### src/qfa_pkg.sv
package qfa_pkg;

  localparam int unsigned IndexWidth = 32;

  typedef logic [IndexWidth-1:0] index_t;

  // vertices seen in the current polygon, saturating
  typedef logic [1:0] seen_t;
  localparam seen_t SEEN_NONE = 2'd0;
  localparam seen_t SEEN_ONE  = 2'd1;
  localparam seen_t SEEN_MANY = 2'd3;

  localparam logic STATUS_OK    = 1'b0;
  localparam logic STATUS_SHORT = 1'b1;

  typedef struct packed {
    index_t corner_a;
    index_t corner_b;
    index_t corner_c;
    index_t corner_d;
    logic   is_last_quad;
    logic   status;
  } quad_t;

  typedef struct packed {
    logic  emit;
    quad_t quad;
  } fan_result_t;

endpackage

### src/qfa_stream_if.sv
interface qfa_vertex_if;
  logic             valid;
  logic             ready;
  qfa_pkg::index_t  vertex_index;
  logic             is_last_vertex;

  modport source (output valid, output vertex_index, output is_last_vertex, input ready);
  modport sink   (input valid, input vertex_index, input is_last_vertex, output ready);
endinterface

interface qfa_quad_if;
  logic             valid;
  logic             ready;
  qfa_pkg::index_t  corner_a;
  qfa_pkg::index_t  corner_b;
  qfa_pkg::index_t  corner_c;
  qfa_pkg::index_t  corner_d;
  logic             is_last_quad;
  logic             status;

  modport source (output valid, output corner_a, output corner_b, output corner_c,
                  output corner_d, output is_last_quad, output status, input ready);
  modport sink   (input valid, input corner_a, input corner_b, input corner_c,
                  input corner_d, input is_last_quad, input status, output ready);
endinterface

### src/qfa_fan_core.sv
module qfa_fan_core (
  input  logic                  clk,
  input  logic                  rst,
  input  logic                  fire,
  input  qfa_pkg::index_t       vertex_index,
  input  logic                  is_last_vertex,
  output qfa_pkg::fan_result_t  result
);

  qfa_pkg::index_t fan_origin;
  qfa_pkg::index_t held_odd_vertex;
  qfa_pkg::index_t held_even_vertex;
  qfa_pkg::seen_t  seen_count;
  logic            position_parity;

  always_comb begin
    result.emit              = is_last_vertex;
    result.quad.corner_a     = fan_origin;
    result.quad.corner_b     = held_odd_vertex;
    result.quad.corner_c     = vertex_index;
    result.quad.corner_d     = held_even_vertex;
    result.quad.is_last_quad = 1'b1;
    result.quad.status       = qfa_pkg::STATUS_OK;
    unique case (seen_count)
      qfa_pkg::SEEN_NONE: begin
        result.quad.corner_a = '0;
        result.quad.corner_b = '0;
        result.quad.corner_c = '0;
        result.quad.corner_d = '0;
        result.quad.status   = qfa_pkg::STATUS_SHORT;
      end
      qfa_pkg::SEEN_ONE: begin
        // line quad
        result.quad.corner_b = fan_origin;
        result.quad.corner_d = vertex_index;
      end
      default: begin
        if (!position_parity) begin
          // closing degenerate quad, only if this is the last vertex
          result.quad.corner_c = fan_origin;
          result.quad.corner_d = vertex_index;
        end else begin
          result.emit              = 1'b1;
          result.quad.is_last_quad = is_last_vertex;
        end
      end
    endcase
  end

  always_ff @(posedge clk) begin
    if (rst) begin
      fan_origin       <= '0;
      held_odd_vertex  <= '0;
      held_even_vertex <= '0;
      seen_count       <= qfa_pkg::SEEN_NONE;
      position_parity  <= 1'b0;
    end else if (fire) begin
      unique case (seen_count)
        qfa_pkg::SEEN_NONE: fan_origin      <= vertex_index;
        qfa_pkg::SEEN_ONE:  held_odd_vertex <= vertex_index;
        default: begin
          if (position_parity) held_odd_vertex <= vertex_index;
          else held_even_vertex <= vertex_index;
        end
      endcase
      if (is_last_vertex) begin
        seen_count      <= qfa_pkg::SEEN_NONE;
        position_parity <= 1'b0;
      end else begin
        if (seen_count != qfa_pkg::SEEN_MANY) seen_count <= seen_count + 2'd1;
        position_parity <= ~position_parity;
      end
    end
  end

endmodule

### src/qfa_out_reg.sv
module qfa_out_reg (
  input  logic                 clk,
  input  logic                 rst,
  input  logic                 load,
  input  qfa_pkg::quad_t       quad_next,
  output logic                 can_load,
  qfa_quad_if.source           quad
);

  logic           valid;
  qfa_pkg::quad_t held;

  assign can_load = !valid || quad.ready;

  always_ff @(posedge clk) begin
    if (rst) begin
      valid <= 1'b0;
    end else if (can_load) begin
      valid <= load;
    end
  end

  always_ff @(posedge clk) begin
    if (can_load && load) begin
      held <= quad_next;
    end
  end

  assign quad.valid        = valid;
  assign quad.corner_a     = held.corner_a;
  assign quad.corner_b     = held.corner_b;
  assign quad.corner_c     = held.corner_c;
  assign quad.corner_d     = held.corner_d;
  assign quad.is_last_quad = held.is_last_quad;
  assign quad.status       = held.status;

endmodule

### src/polygon_quad_fan_assembler_core.sv
// Quad fan assembler.
// vertex: one polygon vertex index per transfer, is_last_vertex on the final
//   one. The next transfer starts a new polygon.
// quad:   quad patches in fan order around the first vertex, third and fourth
//   corners swapped from patch order. Every closed polygon ends with exactly one
//   transfer that has is_last_quad set; a one-vertex polygon gives status 1 and
//   zero corners.
// A vertex transfer passes through the input register, then the result register,
//   on its way to the quad it completes. Vertices that complete nothing leave no
//   transfer on quad.
// Throughput: one vertex per cycle while quad does not stall; the fan state
//   updates as each vertex leaves the input register.
// Reset clears the fan state and both valid flags; the next vertex starts a
//   new polygon.
// A stall on quad holds the result register; one more vertex waits in the
//   input register, after which vertex.ready drops until quad drains.
module polygon_quad_fan_assembler_core (
  input logic          clk,
  input logic          rst,
  qfa_vertex_if.sink   vertex,
  qfa_quad_if.source   quad
);

  logic                 in_valid;
  qfa_pkg::index_t      in_index;
  logic                 in_last;
  logic                 out_can_load;
  logic                 advance;
  qfa_pkg::fan_result_t result;

  assign advance      = in_valid && out_can_load;
  assign vertex.ready = !in_valid || out_can_load;

  always_ff @(posedge clk) begin
    if (rst) begin
      in_valid <= 1'b0;
    end else if (vertex.ready) begin
      in_valid <= vertex.valid;
    end
  end

  always_ff @(posedge clk) begin
    if (vertex.ready && vertex.valid) begin
      in_index <= vertex.vertex_index;
      in_last  <= vertex.is_last_vertex;
    end
  end

  qfa_fan_core u_fan (
    .clk            (clk),
    .rst            (rst),
    .fire           (advance),
    .vertex_index   (in_index),
    .is_last_vertex (in_last),
    .result         (result)
  );

  qfa_out_reg u_out (
    .clk       (clk),
    .rst       (rst),
    .load      (advance && result.emit),
    .quad_next (result.quad),
    .can_load  (out_can_load),
    .quad      (quad)
  );

endmodule

### src/flat_wrapper.sv
// flat-port wrapper written by rule: the top's interface ports become plain ports
module polygon_quad_fan_assembler_core_flat 
  (clk, rst, vertex_valid, vertex_vertex_index, vertex_is_last_vertex, vertex_ready, quad_valid, quad_corner_a, quad_corner_b, quad_corner_c, quad_corner_d, quad_is_last_quad, quad_status, quad_ready);
  qfa_vertex_if vertex_i ();
  qfa_quad_if quad_i ();
  input logic clk;
  input logic rst;
  input wire logic [$bits(vertex_i.valid)-1:0] vertex_valid;
  input wire logic [$bits(vertex_i.vertex_index)-1:0] vertex_vertex_index;
  input wire logic [$bits(vertex_i.is_last_vertex)-1:0] vertex_is_last_vertex;
  output wire logic [$bits(vertex_i.ready)-1:0] vertex_ready;
  output wire logic [$bits(quad_i.valid)-1:0] quad_valid;
  output wire logic [$bits(quad_i.corner_a)-1:0] quad_corner_a;
  output wire logic [$bits(quad_i.corner_b)-1:0] quad_corner_b;
  output wire logic [$bits(quad_i.corner_c)-1:0] quad_corner_c;
  output wire logic [$bits(quad_i.corner_d)-1:0] quad_corner_d;
  output wire logic [$bits(quad_i.is_last_quad)-1:0] quad_is_last_quad;
  output wire logic [$bits(quad_i.status)-1:0] quad_status;
  input wire logic [$bits(quad_i.ready)-1:0] quad_ready;
  assign vertex_i.valid = vertex_valid;
  assign vertex_i.vertex_index = vertex_vertex_index;
  assign vertex_i.is_last_vertex = vertex_is_last_vertex;
  assign vertex_ready = vertex_i.ready;
  assign quad_valid = quad_i.valid;
  assign quad_corner_a = quad_i.corner_a;
  assign quad_corner_b = quad_i.corner_b;
  assign quad_corner_c = quad_i.corner_c;
  assign quad_corner_d = quad_i.corner_d;
  assign quad_is_last_quad = quad_i.is_last_quad;
  assign quad_status = quad_i.status;
  assign quad_i.ready = quad_ready;
  polygon_quad_fan_assembler_core u_core (.clk(clk), .rst(rst), .vertex(vertex_i), .quad(quad_i));
endmodule
### config.mk
export PLATFORM = sky130hd
export DESIGN_NAME = polygon_quad_fan_assembler_core_flat
export DESIGN_NICKNAME = d
export VERILOG_FILES = /design/src/qfa_pkg.sv /design/src/qfa_stream_if.sv /design/src/qfa_fan_core.sv /design/src/qfa_out_reg.sv /design/src/polygon_quad_fan_assembler_core.sv /design/src/flat_wrapper.sv
export SDC_FILE = /design/constraint.sdc
export NUM_CORES = 1
export LEC_CHECK = 0
export ABC_AREA = 1
export BUFFER_PORTS_ARGS = -buffer_cell sky130_fd_sc_hd__clkbuf_2
export CAP_MARGIN = 10
export CORE_UTILIZATION = 55
export CTS_CLUSTER_DIAMETER = 50
export CTS_CLUSTER_SIZE = 25
export DETAILED_ROUTE_END_ITERATION = 8
export MAX_ROUTING_LAYER = met4
export PLACE_DENSITY_LB_ADDON = 0.05
export SKIP_LAST_GASP = 1
export SLEW_MARGIN = 20
export SYNTH_ARGS = -nofsm -noshare
export SYNTH_HDL_FRONTEND = slang
export SYNTH_SLANG_ARGS = --single-unit
### constraint.sdc
create_clock -name clk -period 11.6 [get_ports clk]
set_input_delay 0.58 -clock clk [delete_from_list [all_inputs] [get_ports clk]]
set_output_delay 0.58 -clock clk [all_outputs]
set_load 0.02 [all_outputs]
**Word-level counts from Yosys, hierarchy flattened**

Cells that the tools add are included.

- Add/sub/neg operators: 1
- Multiply operators: 0
- Div/mod/pow operators: 0
- $lt $le $gt $ge: 0
- Equality and inequality tests: 2
- Shift-type cells: 0
- Muxes and demuxes: 12
- Bitwise operators: 3
- Reductions and logical operators: 17

Operators by type and width:

| operator | number |
|---|---|
| 32-bit one-hot mux with 2 select lines | 4 |
| 64-bit 2-to-1 mux | 1 |
| 32-bit 2-to-1 mux | 1 |
| 3-bit AND reduction | 2 |
| 1-bit logical AND | 4 |
| 1-bit 2-to-1 mux | 4 |
| 2-bit 2-to-1 mux | 2 |
| 2-bit AND reduction | 2 |
| 2-bit nonzero test | 2 |
| 1-bit inverter | 3 |
| 3-bit OR reduction | 1 |
| 2-bit by 1-bit adder with 2-bit output (second input constant) | 1 |
| 2-bit by 1-bit == test with 1-bit output (second input constant) | 1 |
| 1-bit zero test | 2 |
| 2-bit zero test | 1 |
| 1-bit logical OR | 2 |
| 2-bit != test (second input constant) | 1 |
| 2-bit OR reduction | 1 |

- Register bits: 264
- Bits in latches: 0
- Memory bits (writable): 0
- Memory bits (read-only): 0
- Output and inout bits: 132
- Word-level logic and storage cells: 50
- Memories kept: 0

**Longest topological paths before layout**

Gate-level depths: netlist of run 1.

- Depth in word-level cells: 5
- Mapped depth: 11
- Mapped depth without buffers: 9

**Cells and area by module**

From an unflattened synthesis of run 1, not the netlist that was laid out.

- Cells, all modules: 1068
- Area total of the unflattened synthesis: 10677.7 sq um

By module, submodules not included:

| module | instances | cells each | area each (sq um) | seq. area each (sq um) |
|---|---|---|---|---|
| qfa_fan_core | 1 | 889 | 5672.9 | 1981.9 |
| qfa_out_reg | 1 | 136 | 3951.3 | 3923.8 |
| polygon_quad_fan_assembler_core | 1 | 43 | 1053.5 | 1011.0 |

**Worst setup path before layout of run 1**

Ideal clock, no wire load.

- Path type: flip-flop to flip-flop
- Start: register u_core.u_fan.seen_count[0]
- End: register u_core.u_out.held, in the netlist u_core.u_out.quad.corner_a[0], enable pin
- Setup time: 483 ps
- Arrival time: 3884 ps
- Required time: 11117 ps
- Path slack: 7233 ps
- Stages on the path, launching flop included: 10
- Period minus slack after synthesis: 4367 ps
- Cells stage by stage: dfxtp_1 inv_1 ha_1 buf_2 nor2_4 nand2_1 buf_2 nand2_1 nand2_1 inv_1

- Cells in the longest elaborated chain, start to end: 5
- Elaborated cells between the ends (all ways): 6
- Those cells by class: 1 x eq/ne; 1 x mux; 4 x reduce/logical

Ends and longest elaborated chain:

| element | line | source |
|---|---|---|
| start, declared | qfa_fan_core.sv:13 | `qfa_pkg::seen_t seen_count;` |
| start signal, assigned | qfa_fan_core.sv:55 | `seen_count <= qfa_pkg::SEEN_NONE;` |
| start signal, assigned | qfa_fan_core.sv:67 | `seen_count <= qfa_pkg::SEEN_NONE;` |
| start signal, assigned | qfa_fan_core.sv:70 | `if (seen_count != qfa_pkg::SEEN_MANY) seen_count <= seen_count + 2'd1;` |
| 2-bit by 1-bit == test with 1-bit output / 2-bit zero test (equally long branches) | qfa_fan_core.sv:24 | `unique case (seen_count)` |
| 2-bit OR reduction (no source line) (*) | - |  |
| 1-bit 2-to-1 mux (*) | qfa_fan_core.sv:24 |  |
| 1-bit logical AND (*) | polygon_quad_fan_assembler_core.sv:61 | `.load (advance && result.emit),` |
| 1-bit logical AND (*) | qfa_out_reg.sv:24 | `if (can_load && load) begin` |
| end signal, assigned | qfa_out_reg.sv:25 | `held <= quad_next;` |
| end, declared | qfa_out_reg.sv:11 | `qfa_pkg::quad_t held;` |

Mark *: on every way between the ends. The rest lies on a longest branch, timed or not.
A chain may end at the register's enable or synchronous reset.

**Worst setup path after layout of run 1**

- Start: register u_core.u_fan.seen_count[1]
- End: register u_core.u_out.held, in the netlist u_core.u_out.quad.corner_d[6], enable pin

The elaborated chain is that of the path after synthesis.

==> reports/qor.csv, run 1 <==
stage,metric,value,unit
synthesis,Ys Warns,0,
timing,fin crit period,4.84,ns
synthesis,syn avg cell area,10.0,um^2
final_layout,Layout area overhead,17.5,%
timing,final setup TNS,0,ns
synthesis,Synth Cell Area,10100,um^2
timing,count of final setup violators,0,
synthesis,syn_nets,1052,
route,DR iter-0 viols,710,
synthesis,Synth cell types,23,
floorplan,die extent in y,138,um
pwr,overall power,2080,uW
timing,Fmax,207,MHz
clock_tree,H-Tree Depth,1,
pwr,Power Density,175,nW/um^2
final_layout,fillers,1503,
final_layout,Ant. Diodes,0,
synthesis,register area share after synthesis,68.3,%
placed_design,area post-placement,11100,um^2
critical_path,Worst R2R Setup Slack,6.76,ns
final_layout,"commonest non-fill, non-tap cell in the layout",nand2_1,
floorplan,die area,18900,um^2
grt,GR Overflow Total,0,
route,wire per inst,16.6,um
grt,vias in the first global route,6550,
placed_design,detailed-placement wirelength estimate,13.7,mm
critical_path,Critical Path Source Type,flip-flop,
placed_design,"worst slack, placed",6.72,ns
placed_design,PortBufs,168,
floorplan,Initial Util,56.2,%
min_path,hold_sp,vertex_vertex_index[11],
final_layout,Sequential Area,6920,um^2
critical_path,FF-to-FF path depth,8,
timing,final hold viol count,0,
clock_tree,CTS tree,built,
final_layout,area of the multi-input gates,2620,um^2
placed_design,placed insts,1358,
floorplan,Core ar.,18000,um^2
route,drt first pass iters,5,
floorplan,Die W,138,um
final_layout,"non-filler cells, final",1402,
final_layout,Finished Cell Area,11900,um^2
clock_tree,clock buffer depth,3,
clock_tree,clk slew on worst S/H paths,0.08,ns
final_layout,share of layout cells above drive strength 1,19.8,%
clock_tree,clk sink count,264,
timing,Slew Limit Headroom,25.8,%
critical_path,Worst EP arrival,4.98,ns
run,MaxCap Viol Count,0,
min_path,HP Class,input pin to flip-flop,
route,drt total wl,23.3,mm
clock_tree,CTS Root Cell,clkbuf_16,
critical_path,reg2reg end,u_core.u_out.quad.corner_d[6]$_DFFE_PP_,
critical_path,CP endpoint kind,flip-flop,
critical_path,CP max FO,81,
timing,period utilization,41.7,%
route,routed via count,7390,
critical_path,CP Class,flip-flop to flip-flop,
critical_path,worst endpoint required time,11.74,ns
grt,first-pass GRT wire length,35.0,mm
timing,worst slew pin tran,1.11,ns
floorplan,row cnt,49,
clock_tree,Worst-Skew Late Latency,0.52,ns
grt,maximum number of pins on one net before global-route repair,100,
floorplan,IO Count,169,
timing,unrepaired setup endpoints after global routing,no,
grt,antenna violations before repair,0,
min_path,Hold Path End,u_core.in_index[11]$_DFFE_PP_,
timing,worst clock skew,0.0168,ns
final_layout,most frequent cells in the layout,"nand2_1 (221), nor2_1 (199), clkbuf_2 (168)",
final_layout,Total Nets Final,1195,
route,Post-DRT Antenna Nets,0,
critical_path,Critical R2R Launch,u_core.u_fan.seen_count[1]$_SDFFE_PP0P_,
placed_design,RD Place Congestion,0.783,
timing,Max Slew Vio Count,0,
clock_tree,total CTS buffers,24,
synthesis,Synth Register Bits,264,
pwr,maximum VDD drop,140,uV
grt,GRT Resource Usage Total,25.2,%
route,via/cell ratio,5.27,
synthesis,post-synthesis cell count,1012,
timing,Final Worst Setup Slack,6.76,ns
min_path,Hold Path Stages,1,
route,residual DRC count,0,
pwr,Leak,0.00509,uW
clock_tree,"Hold-fix buffers, CTS",0,
outcome,outcome,finished clean,
clock_tree,CTS resizes,0,
clock_tree,setup bufs post-CTS,0,
cell type report:
class | count | area share (%)
sequential | 264 | 58.2
multi-input combinational | 598 | 22.1
timing repair buffer | 173 | 7.38
clock buffer | 27 | 5.41
inverter | 94 | 3.02
tap | 229 | 2.41
clock inverter | 17 | 1.57
flip-flops by register name, summed over array words and instances, names as in the netlist, 2 cells and up:
register	count
u_core.in_index	32
u_core.u_fan.fan_origin	32
u_core.u_fan.held_even_vertex	32
u_core.u_fan.held_odd_vertex	32
u_core.u_out.quad.corner_a	32
u_core.u_out.quad.corner_b	32
u_core.u_out.quad.corner_c	32
u_core.u_out.quad.corner_d	32
u_core.u_fan.seen_count	2
stage by stage:
| step | hold slack (ns) | utilization [%] |
|---|---|---|
| 2_1_floorplan | 0.452 | - |
| 3_3_place_gp | 0.461 | 61.4 |
| 3_5_place_dp | 0.468 | 61.4 |
| 4_1_cts | 0.216 | 66.0 |
| 5_1_grt | 0.213 | 66.0 |
| 6_report | 0.229 | 66.0 |
layer usage:
layer  track usage (%)  vias to the layer above  part of all wire [%]
li1                  -                     3600                     -
met1              35.3                     3451                    44
met2              38.7                      311                    46
met3              3.27                       28                   7.9
met4              7.33                        0                   1.9
met5                 -                        -                     0
report_power, final:
| part | switching (uW) | total [uW] | internal, uW |
|---|---|---|---|
| Sequential | 17.7 | 1060 | 1040 |
| Clock | 380 | 822 | 442 |
| Combinational | 145 | 195 | 49.4 |
| Total | 543 | 2080 | 1540 |
Yosys cell counts (all sizes together):
cell,instances,area share [%]
clkbuf,21,0.78
a21oi,35,1.7
o22ai,50,3.1
buf,35,1.8
nor2,204,7.9
dfxtp,101,20
o21ai,48,2.4
inv,94,3.5
a21boi,1,0.11
nand2,224,8.4
edfxtp,163,48
ha,3,0.37
nand3,33,1.6
worst max-delay path, stage by stage, from the launching register on:
cell and delay (ns):
dfxtp_1 0.42, inv_1 0.11, ha_2 0.47, nor2_4 0.88, nand2_1 0.83, nand2_1 0.22, nand2_1 0.15, inv_6 0.40
buf_4 0.88
how the worst max path moves through the flow:
stage	start	end	slack [ns]	cells after the start
after global routing	u_core.u_fan.seen_count[0]$_SDFFE_PP0P_	u_core.u_out.quad.corner_d[6]$_DFFE_PP_	6.43	8
after global placement	u_core.u_fan.seen_count[1]$_SDFFE_PP0P_	u_core.u_out.quad.corner_d[29]$_DFFE_PP_	6.82	8
after CTS	u_core.u_fan.seen_count[1]$_SDFFE_PP0P_	u_core.u_out.quad.corner_a[13]$_SDFFCE_PP0P_	6.71	8
after detailed placement	u_core.u_fan.seen_count[1]$_SDFFE_PP0P_	u_core.u_out.quad.corner_b[25]$_DFFE_PP_	6.72	8
final	u_core.u_fan.seen_count[1]$_SDFFE_PP0P_	u_core.u_out.quad.corner_d[6]$_DFFE_PP_	6.76	8
after floorplan	u_core.u_fan.seen_count[0]$_SDFFE_PP0P_	u_core.u_out.quad.corner_a[0]$_SDFFCE_PP0P_	7.23	9
cells by family after synthesis:
group                      after synthesis  share of synthesized area, %
buffers and inverters                  150                          6.03
DFF                                    264                          68.3
adders and majority gates                3                         0.371
AOI/OAI and AO/OA                      134                          7.34
and+or+nand+nor                        461                          17.9
No activity file was read; power rests on OpenSTA's default activity.
==> inputs of run 2 (changes only) <==
==> constraint.sdc (replaced) <==
create_clock -name clk -period 4.87 [get_ports clk]
set_input_delay 0.2435 -clock clk [delete_from_list [all_inputs] [get_ports clk]]
set_output_delay 0.2435 -clock clk [all_outputs]
set_load 0.02 [all_outputs]
==> run 2 against run 1 <==
Effect of this change: design area rose by 3.5%; final cell count rose by 2.7%; clock-buffer cell count fell by 1; fmax rose by 57%; first-iteration DRC count fell by 16%; via count rose by 1.8%; critical path depth rose by 1; clock skew rose by 0.0016 ns; global-route usage rose by 0.22 points; register-to-register slack got worse by 5.0 ns; non-clock buffer count rose by 38; total power rose by 140%; critical path type unchanged; critical endpoint is now u_core.u_out.quad.corner_c[29]$_DFFE_PP_.
==> reports/qor.csv, run 2 (synthesized netlist as in run 1, its figures left out) <==
stage,metric,value,unit,change
clock_tree,setup bufs post-CTS,0,,unchanged
critical_path,Critical Path Source Type,flip-flop,,
floorplan,Initial Util,56.2,%,unchanged
final_layout,"non-filler cells, final",1440,,+2.7%
pwr,clock power share,39.7,%,+0.2 points
final_layout,Layout area overhead,21.6,%,
pwr,Leak,0.00527,uW,+3.4%
timing,worst slew pin tran,1.04,ns,-0.0722 ns
final_layout,"commonest non-fill, non-tap cell in the layout",nand2_1,,
final_layout,fillers,1422,,-5.4%
critical_path,CP Class,flip-flop to flip-flop,,
route,wire per inst,16.5,um,-0.61%
clock_tree,Worst-Skew Late Latency,0.52,ns,about the same
clock_tree,CTS tree,built,,
critical_path,CP endpoint kind,flip-flop,,
placed_design,PortBufs,168,,unchanged
final_layout,area of the multi-input gates,2620,um^2,unchanged
placed_design,RD Place Congestion,0.777,,-0.73%
grt,antenna violations before repair,0,,unchanged
grt,vias in the first global route,6579,,+0.44%
min_path,HP Class,input pin to flip-flop,,
pwr,Comb pwr share,9.8,%,+0.4 points
critical_path,Critical R2R Launch,u_core.u_fan.seen_count[0]$_SDFFE_PP0P_,,
timing,Slew Limit Headroom,30.5,%,+4.6 points
clock_tree,CTS resizes,0,,unchanged
grt,first-pass GRT wire length,35.5,mm,+1.6%
pwr,maximum VDD drop,359,uV,+160%
pwr,Power Density,407,nW/um^2,+130%
final_layout,Sequential Area,6920,um^2,unchanged
timing,unrepaired setup endpoints after global routing,no,,
critical_path,Worst EP arrival,3.31,ns,-1.67 ns
timing,count of final setup violators,0,,unchanged
clock_tree,clock buffer depth,3,,unchanged
clock_tree,"Hold-fix buffers, CTS",35,,+35
run,MaxCap Viol Count,0,,unchanged
timing,final hold viol count,0,,unchanged
route,drt total wl,23.8,mm,+2.1%
final_layout,most frequent cells in the layout,"nand2_1 (221), nor2_1 (199), clkbuf_2 (168)",,
timing,worst clock skew,0.0183,ns,+0.00158 ns
clock_tree,clk slew on worst S/H paths,0.07,ns,about the same
timing,final setup TNS,0,ns,unchanged
floorplan,die area,18900,um^2,unchanged
final_layout,share of layout cells above drive strength 1,19.4,%,-0.37 points
route,routed via count,7526,,+1.8%
clock_tree,clk sink count,264,,unchanged
floorplan,row cnt,49,,unchanged
timing,final hold slack,0.0829,ns,-0.146 ns
floorplan,IO Count,169,,unchanged
route,residual DRC count,0,,unchanged
final_layout,Total Nets Final,1233,,+3.2%
route,drt first pass iters,5,,unchanged
grt,GRT Resource Usage Total,25.4,%,+0.22 points
outcome,outcome,finished clean,,
min_path,hold_sp,quad_ready,,
timing,fin crit period,3.09,ns,-1.75 ns
pwr,Switch Pwr,1330,uW,+140%
route,Post-DRT Antenna Nets,0,,unchanged
pwr,Reg power frac,50.5,%,-0.6 points
grt,maximum number of pins on one net before global-route repair,87,,-13%
clock_tree,CTS Root Cell,clkbuf_16,,
floorplan,Core ar.,18000,um^2,unchanged
clock_tree,total CTS buffers,24,,unchanged
route,via/cell ratio,5.23,,-0.85%
placed_design,placed insts,1361,,+0.22%
critical_path,CP max FO,36,,-56%
floorplan,die extent in y,138,um,unchanged
final_layout,Ant. Diodes,0,,unchanged
clock_tree,H-Tree Depth,1,,unchanged
pwr,Sw Ratio,26.5,%,+0.42 points
critical_path,Critical path origin,u_core.u_fan.seen_count[0]$_SDFFE_PP0P_,,
timing,period utilization,63.4,%,+22 points
route,DR iter-0 viols,599,,-16%
critical_path,worst endpoint required time,5.09,ns,-6.65 ns
placed_design,detailed-placement wirelength estimate,13.7,mm,about the same
timing,Fmax,324,MHz,+57%
grt,GR Overflow Total,0,,unchanged
floorplan,Die W,138,um,unchanged
pwr,P_int,3680,uW,+140%
timing,Max Slew Vio Count,0,,unchanged
[run 2: stage by stage]
step	total power [uW]	util [%]	cell area (um^2)	setup slack [ns]
6_report	5000	68.3	12300	1.78
5_1_grt	5170	68.3	12300	1.64
4_1_cts	5030	68.3	12300	1.85
3_5_place_dp	3040	61.6	11100	1.87
3_3_place_gp	3030	61.6	11100	1.97
2_1_floorplan	2890	-	10100	0.503
[run 2: power groups by stage]
stage / Clock, uW / Combinational, uW / Sequential, uW
5_1_grt: 2100 / 541 / 2540
6_report: 1990 / 492 / 2530
2_1_floorplan: 0 / 276 / 2620
3_3_place_gp: 0 / 457 / 2570
3_5_place_dp: 0 / 465 / 2580
4_1_cts: 2010 / 490 / 2530
[run 2: final cells by class]
type / instances / area share (%)
sequential: 264 / 56.2
multi-input combinational: 598 / 21.3
timing repair buffer: 211 / 10.3
clock buffer: 26 / 5.11
inverter: 94 / 2.92
tap: 229 / 2.33
clock inverter: 18 / 1.88
[run 2: worst max-delay path, cell delays in order (launching register included)]
cell and delay, ns:
dfxtp_1 0.34, inv_1 0.14, ha_2 0.19, buf_4 0.42, nor2_4 0.07, nand2_1 0.09
buf_4 0.30, inv_2 0.22, nor2_4 0.83, o22ai_1 0.18
[run 2: worst paths after layout]
path	endpoint	slack, ns	cells past startpoint
max	u_core.u_out.quad.corner_c[29]$_DFFE_PP_	1.78	9
min	u_core.u_out.quad.valid$_SDFFE_PP0P_	0.08	4
max reg2reg	u_core.u_out.quad.corner_c[29]$_DFFE_PP_	1.78	9
min reg2reg	u_core.u_fan.held_odd_vertex[11]$_SDFFE_PP0P_	0.48	2
[run 2: layer usage]
metal | routed length [um] | up-vias | global-route usage [%]
li1 | - | 3683 | -
met1 | 10900 | 3490 | 37.3
met2 | 10900 | 317 | 37.5
met3 | 1640 | 36 | 3.05
met4 | 408 | 0 | 6.90
met5 | 0 | - | -
